**config.mk**
```make
export PLATFORM = sky130hd
export DESIGN_NAME = peak_valley_detector
export DESIGN_NICKNAME = d
export VERILOG_FILES = /design/src/hw/rtl/pvd_pkg.sv /design/src/hw/rtl/pvd_cfg_regs.sv /design/src/hw/rtl/pvd_tracker.sv /design/src/hw/rtl/peak_valley_detector.sv
export SDC_FILE = /design/constraint.sdc
export NUM_CORES = 1
export LEC_CHECK = 0
export ABC_CLOCK_PERIOD_IN_PS = 26900
export BUFFER_PORTS_ARGS = -buffer_cell sky130_fd_sc_hd__buf_4
export CAP_MARGIN = 20
export CORE_ASPECT_RATIO = 0.6
export CORE_MARGIN = 5
export CORE_UTILIZATION = 25
export CTS_CLUSTER_DIAMETER = 150
export DETAILED_ROUTE_END_ITERATION = 12
export REMOVE_ABC_BUFFERS = 1
export SYNTH_ARGS = -nofsm -noshare
export SYNTH_HDL_FRONTEND = slang
export SYNTH_SLANG_ARGS = --single-unit
```
**constraint.sdc**
```tcl
create_clock -name clk -period 26.9 [get_ports clk]
set_clock_uncertainty 0.1 [all_clocks]
set_input_delay 4.035 -clock clk [delete_from_list [all_inputs] [get_ports clk]]
set_output_delay 4.035 -clock clk [all_outputs]
set_load 0.02 [all_outputs]
```
**src/hw/rtl/pvd_pkg.sv**
```systemverilog
package pvd_pkg;

	localparam int DEF_MAX_CONTOUR_LENGTH = 4096;
	localparam int DEF_SAMPLE_WIDTH = 16;

	localparam int CFG_INDEX_W = 2;

	localparam logic [CFG_INDEX_W-1:0] REG_HYSTERESIS_DELTA = 2'd0;
	localparam logic [CFG_INDEX_W-1:0] REG_REPORT_THRESHOLD = 2'd1;
	localparam logic [CFG_INDEX_W-1:0] REG_CLOSED_CONTOUR = 2'd2;

	localparam int HYSTERESIS_RESET = 8;
	localparam int THRESHOLD_RESET = 16;

endpackage

```
**src/hw/rtl/pvd_cfg_regs.sv**
```systemverilog
module pvd_cfg_regs #(
	parameter int SAMPLE_WIDTH = pvd_pkg::DEF_SAMPLE_WIDTH
) (
	input  logic                             clk,
	input  logic                             arst_n,
	input  logic                             cfg_we,
	input  logic [pvd_pkg::CFG_INDEX_W-1:0]  cfg_index,
	input  logic [SAMPLE_WIDTH-2:0]          cfg_data,
	output logic [SAMPLE_WIDTH-2:0]          hysteresis_delta_q,
	output logic [SAMPLE_WIDTH-2:0]          report_threshold_q,
	output logic                             closed_contour_q
);
	import pvd_pkg::*;

	always_ff @(posedge clk or negedge arst_n) begin
		if (!arst_n) begin
			hysteresis_delta_q <= (SAMPLE_WIDTH-1)'(HYSTERESIS_RESET);
			report_threshold_q <= (SAMPLE_WIDTH-1)'(THRESHOLD_RESET);
			closed_contour_q <= 1'b0;
		end else if (cfg_we) begin
			case (cfg_index)
				REG_HYSTERESIS_DELTA: hysteresis_delta_q <= cfg_data;
				REG_REPORT_THRESHOLD: report_threshold_q <= cfg_data;
				REG_CLOSED_CONTOUR: closed_contour_q <= cfg_data[0];
				default: ;
			endcase
		end
	end

endmodule

```
**src/hw/rtl/pvd_tracker.sv**
```systemverilog
module pvd_tracker #(
	parameter int MAX_CONTOUR_LENGTH = pvd_pkg::DEF_MAX_CONTOUR_LENGTH,
	parameter int SAMPLE_WIDTH = pvd_pkg::DEF_SAMPLE_WIDTH
) (
	input  logic                                  clk,
	input  logic                                  arst_n,
	input  logic                                  step,
	input  logic signed [SAMPLE_WIDTH-1:0]        val,
	input  logic [$clog2(MAX_CONTOUR_LENGTH)-1:0] pos_in,
	input  logic                                  start,
	input  logic                                  last,
	input  logic [SAMPLE_WIDTH-2:0]               hysteresis_delta,
	input  logic [SAMPLE_WIDTH-2:0]               report_threshold,
	input  logic                                  closed,
	output logic                                  hit,
	output logic                                  hit_is_min,
	output logic [$clog2(MAX_CONTOUR_LENGTH)-1:0] hit_pos,
	output logic signed [SAMPLE_WIDTH-1:0]        hit_value
);
	localparam int POS_W = $clog2(MAX_CONTOUR_LENGTH);
	localparam int SW = SAMPLE_WIDTH;

	logic signed [SW-1:0] max_q, min_q;
	logic [POS_W-1:0]     max_pos_q, min_pos_q;
	logic                 seek_q, second_pass_q;

	logic [POS_W-1:0]     pos;
	logic signed [SW-1:0] cur_max, cur_min, new_max, new_min;
	logic [POS_W-1:0]     cur_max_pos, cur_min_pos, new_max_pos, new_min_pos;
	logic                 seek, sp, may_report, confirm;
	logic signed [SW:0]   val_x, delta_x, thres_x, max_lim, min_lim;

	always_comb begin
		if ({1'b0, pos_in} >= (POS_W+1)'(MAX_CONTOUR_LENGTH)) begin
			pos = POS_W'({1'b0, pos_in} - (POS_W+1)'(MAX_CONTOUR_LENGTH));
		end else begin
			pos = pos_in;
		end

		cur_max = start ? val : max_q;
		cur_max_pos = start ? pos : max_pos_q;
		cur_min = start ? val : min_q;
		cur_min_pos = start ? pos : min_pos_q;
		seek = start ? 1'b1 : seek_q;
		sp = start ? 1'b0 : second_pass_q;
		may_report = sp || !closed;

		new_max = (val > cur_max) ? val : cur_max;
		new_max_pos = (val > cur_max) ? pos : cur_max_pos;
		new_min = (val < cur_min) ? val : cur_min;
		new_min_pos = (val < cur_min) ? pos : cur_min_pos;

		val_x = {val[SW-1], val};
		delta_x = {2'b00, hysteresis_delta};
		thres_x = {2'b00, report_threshold};
		max_lim = {new_max[SW-1], new_max} - delta_x;
		min_lim = {new_min[SW-1], new_min} + delta_x;

		hit = 1'b0;
		hit_is_min = !seek;
		if (seek) begin
			confirm = val_x < max_lim;
			hit_pos = new_max_pos;
			hit_value = new_max;
			hit = confirm && ($signed({new_max[SW-1], new_max}) > thres_x) && may_report
				&& !(!closed && new_max_pos == '0);
		end else begin
			confirm = val_x > min_lim;
			hit_pos = new_min_pos;
			hit_value = new_min;
			hit = confirm && ($signed({new_min[SW-1], new_min}) < -thres_x) && may_report
				&& !(!closed && new_min_pos == '0);
		end
	end

	always_ff @(posedge clk or negedge arst_n) begin
		if (!arst_n) begin
			max_q <= {1'b1, {(SW-1){1'b0}}};
			max_pos_q <= '0;
			min_q <= {1'b0, {(SW-1){1'b1}}};
			min_pos_q <= '0;
			seek_q <= 1'b1;
			second_pass_q <= 1'b0;
		end else if (step) begin
			max_q <= (confirm && !seek) ? val : new_max;
			max_pos_q <= (confirm && !seek) ? pos : new_max_pos;
			min_q <= (confirm && seek) ? val : new_min;
			min_pos_q <= (confirm && seek) ? pos : new_min_pos;
			seek_q <= confirm ? !seek : seek;
			second_pass_q <= (last && closed) ? 1'b1 : sp;
		end
	end

	a_min_then_seek_max: assert property (@(posedge clk) disable iff (!arst_n)
		step && hit && hit_is_min |=> seek_q)
		else $error("Tracker is not seeking a maximum after a reported minimum.");

	a_max_then_seek_min: assert property (@(posedge clk) disable iff (!arst_n)
		step && hit && !hit_is_min |=> !seek_q)
		else $error("Tracker is not seeking a minimum after a reported maximum.");

	a_start_clears_pass: assert property (@(posedge clk) disable iff (!arst_n)
		step && start && !(last && closed) |=> !second_pass_q)
		else $error("Second pass flag survived a start of contour.");

	a_max_above_min_after_start: assert property (@(posedge clk) disable iff (!arst_n)
		step && start && !confirm |=> max_q >= min_q)
		else $error("Running maximum fell below running minimum after a start.");

endmodule

```
**src/hw/rtl/peak_valley_detector.sv**
```systemverilog
// Datapath: an accepted item is held in the input register, and its result, if any,
// is then registered in the result register.
// Throughput: one item per cycle while in_stall is low; the tracker state updates once per item.
// A reporting item waits in the input register only while a held result is stalled;
// an item that yields no result never waits on the output side.
// Reset (arst_n low) sets the trackers, mode and pass flag, loads the register defaults
// and empties both stages at once.
module peak_valley_detector #(
	parameter int MAX_CONTOUR_LENGTH = pvd_pkg::DEF_MAX_CONTOUR_LENGTH,
	parameter int SAMPLE_WIDTH = pvd_pkg::DEF_SAMPLE_WIDTH
) (
	input  logic                                  clk,
	input  logic                                  arst_n,
	input  logic                                  cfg_we,
	input  logic [pvd_pkg::CFG_INDEX_W-1:0]       cfg_index,
	input  logic [SAMPLE_WIDTH-2:0]               cfg_data,
	input  logic                                  in_valid,
	output logic                                  in_stall,
	input  logic signed [SAMPLE_WIDTH-1:0]        curvature_sample,
	input  logic [$clog2(MAX_CONTOUR_LENGTH)-1:0] sample_position,
	input  logic                                  start_of_contour,
	input  logic                                  end_of_pass,
	output logic                                  out_valid,
	input  logic                                  out_stall,
	output logic [$clog2(MAX_CONTOUR_LENGTH)-1:0] extremum_position,
	output logic                                  extremum_is_minimum,
	output logic signed [SAMPLE_WIDTH-1:0]        extremum_value
);
	import pvd_pkg::*;

	localparam int POS_W = $clog2(MAX_CONTOUR_LENGTH);

	logic [SAMPLE_WIDTH-2:0] hysteresis_delta_q, report_threshold_q;
	logic                    closed_contour_q;

	logic                           valid_s1;
	logic signed [SAMPLE_WIDTH-1:0] sample_s1;
	logic [POS_W-1:0]               pos_s1;
	logic                           start_s1, last_s1;

	logic                           res_hit, res_is_min;
	logic [POS_W-1:0]               res_pos;
	logic signed [SAMPLE_WIDTH-1:0] res_value;

	logic out_valid_q, out_free, advance, take;

	pvd_cfg_regs #(
		.SAMPLE_WIDTH(SAMPLE_WIDTH)
	) u_cfg (
		.clk(clk),
		.arst_n(arst_n),
		.cfg_we(cfg_we),
		.cfg_index(cfg_index),
		.cfg_data(cfg_data),
		.hysteresis_delta_q(hysteresis_delta_q),
		.report_threshold_q(report_threshold_q),
		.closed_contour_q(closed_contour_q)
	);

	pvd_tracker #(
		.MAX_CONTOUR_LENGTH(MAX_CONTOUR_LENGTH),
		.SAMPLE_WIDTH(SAMPLE_WIDTH)
	) u_tracker (
		.clk(clk),
		.arst_n(arst_n),
		.step(advance),
		.val(sample_s1),
		.pos_in(pos_s1),
		.start(start_s1),
		.last(last_s1),
		.hysteresis_delta(hysteresis_delta_q),
		.report_threshold(report_threshold_q),
		.closed(closed_contour_q),
		.hit(res_hit),
		.hit_is_min(res_is_min),
		.hit_pos(res_pos),
		.hit_value(res_value)
	);

	assign out_free = !out_valid_q || !out_stall;
	assign advance = valid_s1 && (out_free || !res_hit);
	assign in_stall = valid_s1 && !advance;
	assign take = in_valid && !in_stall;

	always_ff @(posedge clk or negedge arst_n) begin
		if (!arst_n) begin
			valid_s1 <= 1'b0;
		end else if (take) begin
			valid_s1 <= 1'b1;
		end else if (advance) begin
			valid_s1 <= 1'b0;
		end
	end

	always_ff @(posedge clk) begin
		if (take) begin
			sample_s1 <= curvature_sample;
			pos_s1 <= sample_position;
			start_s1 <= start_of_contour;
			last_s1 <= end_of_pass;
		end
	end

	always_ff @(posedge clk or negedge arst_n) begin
		if (!arst_n) begin
			out_valid_q <= 1'b0;
		end else if (out_free) begin
			out_valid_q <= advance && res_hit;
		end
	end

	always_ff @(posedge clk) begin
		if (out_free && advance && res_hit) begin
			extremum_position <= res_pos;
			extremum_is_minimum <= res_is_min;
			extremum_value <= res_value;
		end
	end

	assign out_valid = out_valid_q;

	a_stall_needs_item: assert property (@(posedge clk) disable iff (!arst_n)
		in_stall |-> valid_s1)
		else $error("Input stalled with an empty input register.");

	a_result_from_step: assert property (@(posedge clk) disable iff (!arst_n)
		$rose(out_valid_q) |-> $past(advance && res_hit))
		else $error("Result appeared without a reporting item.");

	a_held_result_kept: assert property (@(posedge clk) disable iff (!arst_n)
		out_valid_q && out_stall |=> out_valid_q)
		else $error("A stalled result was dropped.");

	a_blocked_reporter: assert property (@(posedge clk) disable iff (!arst_n)
		valid_s1 && res_hit && out_valid_q && out_stall |-> !advance)
		else $error("A reporting item advanced into a full result register.");

endmodule
```
Word level (Yosys, flattened, before mapping):

Index checks and enable logic that the tools add are counted.

* $add $sub $neg: 3
* order comparisons: 6
* equality and inequality tests: 2
* mux-type cells: 22
* reduce and logical (&&, ||, !) cells: 36

Operators by type and width (count)
* $mux 16: 7
* $mux 12: 7
* $lt 16x17->1: 2
* $gt 16x16->1: 2
* $logic_not 12->1: 2
* $add 16x16->17: 1
* $gt 16x17->1: 1
* $logic_and 1x1->1: 17
* $neg 15->17: 1
* $sub 16x16->17: 1
* $lt 16x16->1: 1
* $logic_not 1->1: 9
* $mux 1: 8
* $reduce_and 2->1: 3
* $logic_or 1x1->1: 3
* $eq 2x1->1 const B: 1
* $eq 2x2->1 const B: 1
* $logic_not 2->1: 1
* $reduce_bool 2->1: 1

* register bits: 150
* output and inout bits: 31
* logic and storage cells: 87

Longest topological paths before layout:

* depth after elaboration: 17
* depth in mapped cells: 36
* gate-level depth less buffers: 31

Modules after synthesis:

A second synthesis with hierarchy kept.

* cells, all modules: 1083
* area, all modules: 10769.1 um^2

Modules (own cells, without submodules)
* pvd_tracker: times used 1, cells each 945, area each 7706.1 um^2, sequential area each 1472.7 um^2
* peak_valley_detector: times used 1, cells each 71, area each 1876.8 um^2, sequential area each 1821.7 um^2
* pvd_cfg_regs: times used 1, cells each 67, area each 1186.1 um^2, sequential area each 778.2 um^2

Worst setup path after synthesis:

OpenSTA, ideal clock, no wires.

* kind: flip-flop to output port
* from: register start_s1
* to: output port in_stall
* arrival: 7.561 ns
* required time: 22.765 ns
* slack: 15.204 ns
* cell stages (with the launch flop): 33
* cells stage by stage: edfxtp_1 > clkbuf_1 > buf_1 > clkbuf_1 > mux2i_1 > ha_1 > a211oi_1 > and3_1 > a211oi_1 > o31ai_2 > clkbuf_1 > mux2_2 > inv_1 > ha_1 > inv_1 > fa_1 > a21o_1 > a21oi_1 > nor2b_1 > o211ai_1 > a21o_1 > a31oi_1 > a21oi_1 > nor2b_1 > o31ai_1 > ha_1 > a21oi_1 > o21bai_1 > or3b_2 > o22ai_1 > mux2_2 > o32ai_1 > and4_1

* cells in the longest elaborated chain, start to end: 14

RTL lines
* start: declaration: RTL line peak_valley_detector.sv:39 `logic start_s1, last_s1;`
* start signal: assignment: RTL line peak_valley_detector.sv:99 `start_s1 <= start_of_contour;`
* $mux 16, on equally long branches: RTL line pvd_tracker.sv:42, pvd_tracker.sv:40
* $lt 16x16->1 or $gt 16x16->1 (tied branches)
* $mux 16, on equally long branches: RTL line pvd_tracker.sv:50, pvd_tracker.sv:48
* $add 16x16->17 or $sub 16x16->17 (tied branches): RTL line pvd_tracker.sv:57, pvd_tracker.sv:56
* $gt 16x17->1 or $lt 16x17->1 (tied branches): RTL line pvd_tracker.sv:68, pvd_tracker.sv:62
* $logic_and 1x1->1, on equally long branches (2 in series): RTL line pvd_tracker.sv:71, pvd_tracker.sv:65
* $logic_and 1x1->1, on equally long branches: RTL line pvd_tracker.sv:72, pvd_tracker.sv:66
* $mux 1 *: RTL line pvd_tracker.sv:61 `if (seek) begin`
* $logic_not 1->1 *: RTL line peak_valley_detector.sv:81 `assign advance = valid_s1 && (out_free || !res_hit);`
* $logic_or 1x1->1 *: RTL line peak_valley_detector.sv:81
* $logic_and 1x1->1 *: RTL line peak_valley_detector.sv:81
* $logic_not 1->1 *: RTL line peak_valley_detector.sv:82 `assign in_stall = valid_s1 && !advance;`
* $logic_and 1x1->1 *: RTL line peak_valley_detector.sv:82
* end: declaration: RTL line peak_valley_detector.sv:18 `output logic in_stall,`

Mark *: on every way between the ends. The rest lies on a longest branch, timed or not.

Worst setup path after layout:

Same ends and word-level chain as after synthesis.

==> results.tsv <==
stage	metric	value	unit
global_route	vias in the first global route	8306	
min_path	Worst Hold Class	register to register	
sta	fin crit period	12.49	ns
synthesis	Async S/R FF share, synth	60.7	%
die	Total Die Area	46300	um^2
critical_path	CP Capture Type	primary output	
min_path	Hold Crit Depth	2	
global_route	GRT overflow	0	
global_route	largest net degree at the start of global routing	58	
clock_tree	CTS sink cnt	150	
place	gp weighted congestion	0.893	
power_and_ir_drop	Clock power frac	17.5	%
synthesis	post-synthesis compound-gate area fraction	13.4	%
min_path	Worst Hold Launch	u_tracker.max_q[7]	
synthesis	Synth cell types	59	
cells_and_area	Final Cell Area	12400	um^2
clock_tree	root buffer cell	clkbuf_16	
critical_path	Crit Path Max Fanout	35	
synthesis	Post-Synth Simple-Gate Area	13.9	%
clock_tree	Num CTS Buffers	17	
synthesis	combinational family with the most area after synthesis	adder cells	
die	Placement Rows	58	
place	Area after DPL	11800	um^2
route	routed length per instance	18.2	um
sta	worst slew pin tran	0.993	ns
route	DR vias/cell	4.91	
cells_and_area	antenna cells	0	
sta	Max Transition Viols Final	0	
synthesis	number of synthesis warnings	0	
critical_path	Critical Path AT	8.36	ns
power_and_ir_drop	Pleak	5.26	nW
critical_path	most used cell along the critical path	ha_1	
cells_and_area	# fillers	4372	
critical_path	FF-to-FF path depth	32	
cells_and_area	FF/Latch Area	4070	um^2
die	die width	274	um
sta	Finish-stage setup viols	0	
route	drt initial violations	776	
synthesis	sequential-to-total area share from yosys stat	38.9	%
sta	Achievable Freq	80.1	MHz
global_route	initial antenna violation count	0	
die	Die Height	169	um
power_and_ir_drop	Seq pwr share	26.8	%
synthesis	cell area after synthesis	10500	um^2
cells_and_area	area of the multi-input gates	6060	um^2
critical_path	R2R Setup Slk	17.15	ns
flow_run	maxcap violations	0	
global_route	first-pass GRT wire length	49400	um
synthesis	Synth Area in XOR/XNOR	3.17	%
power_and_ir_drop	Pint	0.767	mW
power_and_ir_drop	maximum vdd drop	0.0000473	V
die	initial core utilization	25.2	%
clock_tree	hold buffers post-CTS	0	
route	DRC viols	0	
cells_and_area	# nets final	1341	
power_and_ir_drop	power share of the combinational group	55.8	%
sta	Final Hold Viols	0	
synthesis	syn avg cell area	9.70	um^2
power_and_ir_drop	power density cells	111	nW/um^2
synthesis	synth top area cells	dfrtp_1 17%, edfxtp_1 17%, ha_1 15%, dfstp_2 4.8%, mux2_2 4.6%	
cells_and_area	Syn-to-layout area delta	18.3	%
synthesis	flops & latches, synth	150	
critical_path	RR Startpoint	start_s1	
power_and_ir_drop	Net Sw Frac	44.2	%
synthesis	Synth Instances	1081	
sta	max_slew headroom	32.9	%
outcome	outcome	finished clean	
min_path	hold path endpoint	u_tracker.max_q[7]	
die	area of the core	41700	um^2
clock_tree	clk_lat worst skew	0.44	ns
critical_path	FF-to-FF End	u_tracker.min_pos_q[6]	
sta	RSZ-0062 raised after global routing	no	
critical_path	Worst EP required	22.76	ns
route	Vias	8555	
critical_path	max incr delay on CP	0.87	ns
clock_tree	Max clock buf depth	2	
synthesis	most common cell in the netlist	ha_1	
synthesis	top cell type's share of synthesized area	17.2	%
critical_path	CP max-delay cell	o41ai_1	
sta	Setup TNS	0	ns
clock_tree	cts repair resizes	0	
synthesis	Most used DFF post-synth	dfrtp_1	
clock_tree	TritonCTS clock tree	yes	
place	half-perimeter wire length after placement	24600	um
power_and_ir_drop	Switch Pwr	0.607	mW
route	final wirelength	31700	um
synthesis	number of synthesized flops with an enable pin	59	
clock_tree	clock-pin slew on the worst setup and hold paths	0.06	ns
cells_and_area	layout cells sized above 1	16.9	%
synthesis	largest area contributor in the netlist	dfrtp_1	
sta	period utilization	46.4	%
clock_tree	post-CTS setup buffer count	0	
critical_path	Worst setup SP type	register	
route	TritonRoute pass-1 iters	7	
global_route	Total GRT Usage	13.8	%
place	number of port buffers	82	
synthesis	Synth Area in Adders	15.5	%
synthesis	mux cell area share after synthesis	11.4	%
synthesis	Post-synth top cells	127 x ha_1, 94 x nand2_1, 85 x nor2_1	
clock_tree	maximum level of the CTS H-tree	4	
route	antenna-violating nets left	0	
die	num ports	83	
critical_path	crit path kind	register to primary output	
==> cell families (layout without fill, tap and decap cells) <==
| logic type | after synthesis | in the layout |
|---|---|---|
| AND/OR/NAND/NOR | 311 | 311 |
| adder cells (fa/ha/maj) | 129 | 129 |
| XOR/XNOR | 38 | 38 |
| AO/OA/AOI/OAI | 237 | 237 |
| multiplexers | 111 | 111 |
| buffers and inverters | 105 | 197 |
| flip-flops | 150 | 150 |
==> stage by stage <==
stage,instances,power [mW],utilization (%),hold slack (ns),setup WS [ns]
after global routing,1743,1.49,29.8,0.410,13.82
after floorplan,1047,0.890,-,0.346,14.19
after global placement,1710,1.10,28.4,0.360,15.26
final,1743,1.37,29.8,0.386,14.41
after CTS,1742,1.37,29.7,0.386,14.53
after detailed placement,1710,1.12,28.4,0.371,15.05
==> power by group through the flow <==
stage,Sequential [mW],Clock [mW],Combinational [mW]
after detailed placement,0.369,0,0.749
after floorplan,0.362,0,0.528
final,0.368,0.240,0.766
after global routing,0.375,0.254,0.856
after CTS,0.366,0.246,0.756
after global placement,0.368,0,0.731
==> worst max path at each step <==
stage	start	endpoint	slack, ns
floorplan	start_s1	in_stall	14.19
global placement	start_s1	in_stall	15.26
finish	start_s1	in_stall	14.41
detailed placement	start_s1	in_stall	15.05
global route	start_s1	in_stall	13.82
CTS	start_s1	in_stall	14.53
==> critical path, delay by kind of cell, from the launching register on <==
| kind | cells | cell delay (ns) |
|---|---|---|
| AO/OA/AOI/OAI | 12 | 3.72 |
| multiplexers | 1 | 0.33 |
| buffers and inverters | 2 | 0.67 |
| adder cells (fa/ha/maj) | 4 | 1.25 |
| flip-flops | 1 | 0.33 |
| XOR/XNOR | 1 | 0.13 |
| AND/OR/NAND/NOR | 9 | 1.46 |
==> cell usage in the layout, fill, tap and decap left out, types with 6 or more instances in the layout <==
| master | n |
|---|---|
| clkbuf_16 | 17 |
| xor2_1 | 15 |
| o211ai_1 | 8 |
| nor3_1 | 24 |
| o21ai_0 | 80 |
| ha_1 | 127 |
| mux2_1 | 20 |
| mux2i_1 | 48 |
| a21oi_1 | 74 |
| nor4_1 | 10 |
| a211oi_1 | 9 |
| inv_1 | 71 |
| nand4_1 | 17 |
| xnor2_1 | 23 |
| dfstp_2 | 19 |
| nor2_1 | 84 |
| mux2_2 | 43 |
| nand2b_1 | 6 |
| o22ai_1 | 15 |
| nand2_1 | 94 |
| a21o_1 | 10 |
| dfrtp_1 | 72 |
| buf_4 | 93 |
| nand3_1 | 31 |
| nor2b_1 | 10 |
| edfxtp_1 | 59 |
==> flip-flops by register name (all words and copies together) (netlist names), 12 cells and up <==
name                      cells
extremum_position            12
u_cfg.report_threshold_q     15
extremum_value               16
u_tracker.max_q              16
u_tracker.max_pos_q          12
sample_s1                    16
u_tracker.min_pos_q          12
u_cfg.hysteresis_delta_q     15
pos_s1                       12
u_tracker.min_q              16
==> per-layer routing <==
metal,GRT usage (%),share of wire (%),up-vias
met2,19.5,41,273
li1,-,-,4098
met3,2.81,6.7,28
met4,3.29,1.4,0
met5,0,0,-
met1,21.4,51,4156
==> cell type report <==
class                   instances  share of cell area (%)
multi-input cells             826                    48.9
flip-flops and latches        150                    32.8
well taps                     570                    5.75
repair buffers                 94                    5.72
clock buffers                  18                    3.46
inverters                      71                    2.15
clock inverters                14                    1.20
No activity file was read; power rests on OpenSTA's default activity.
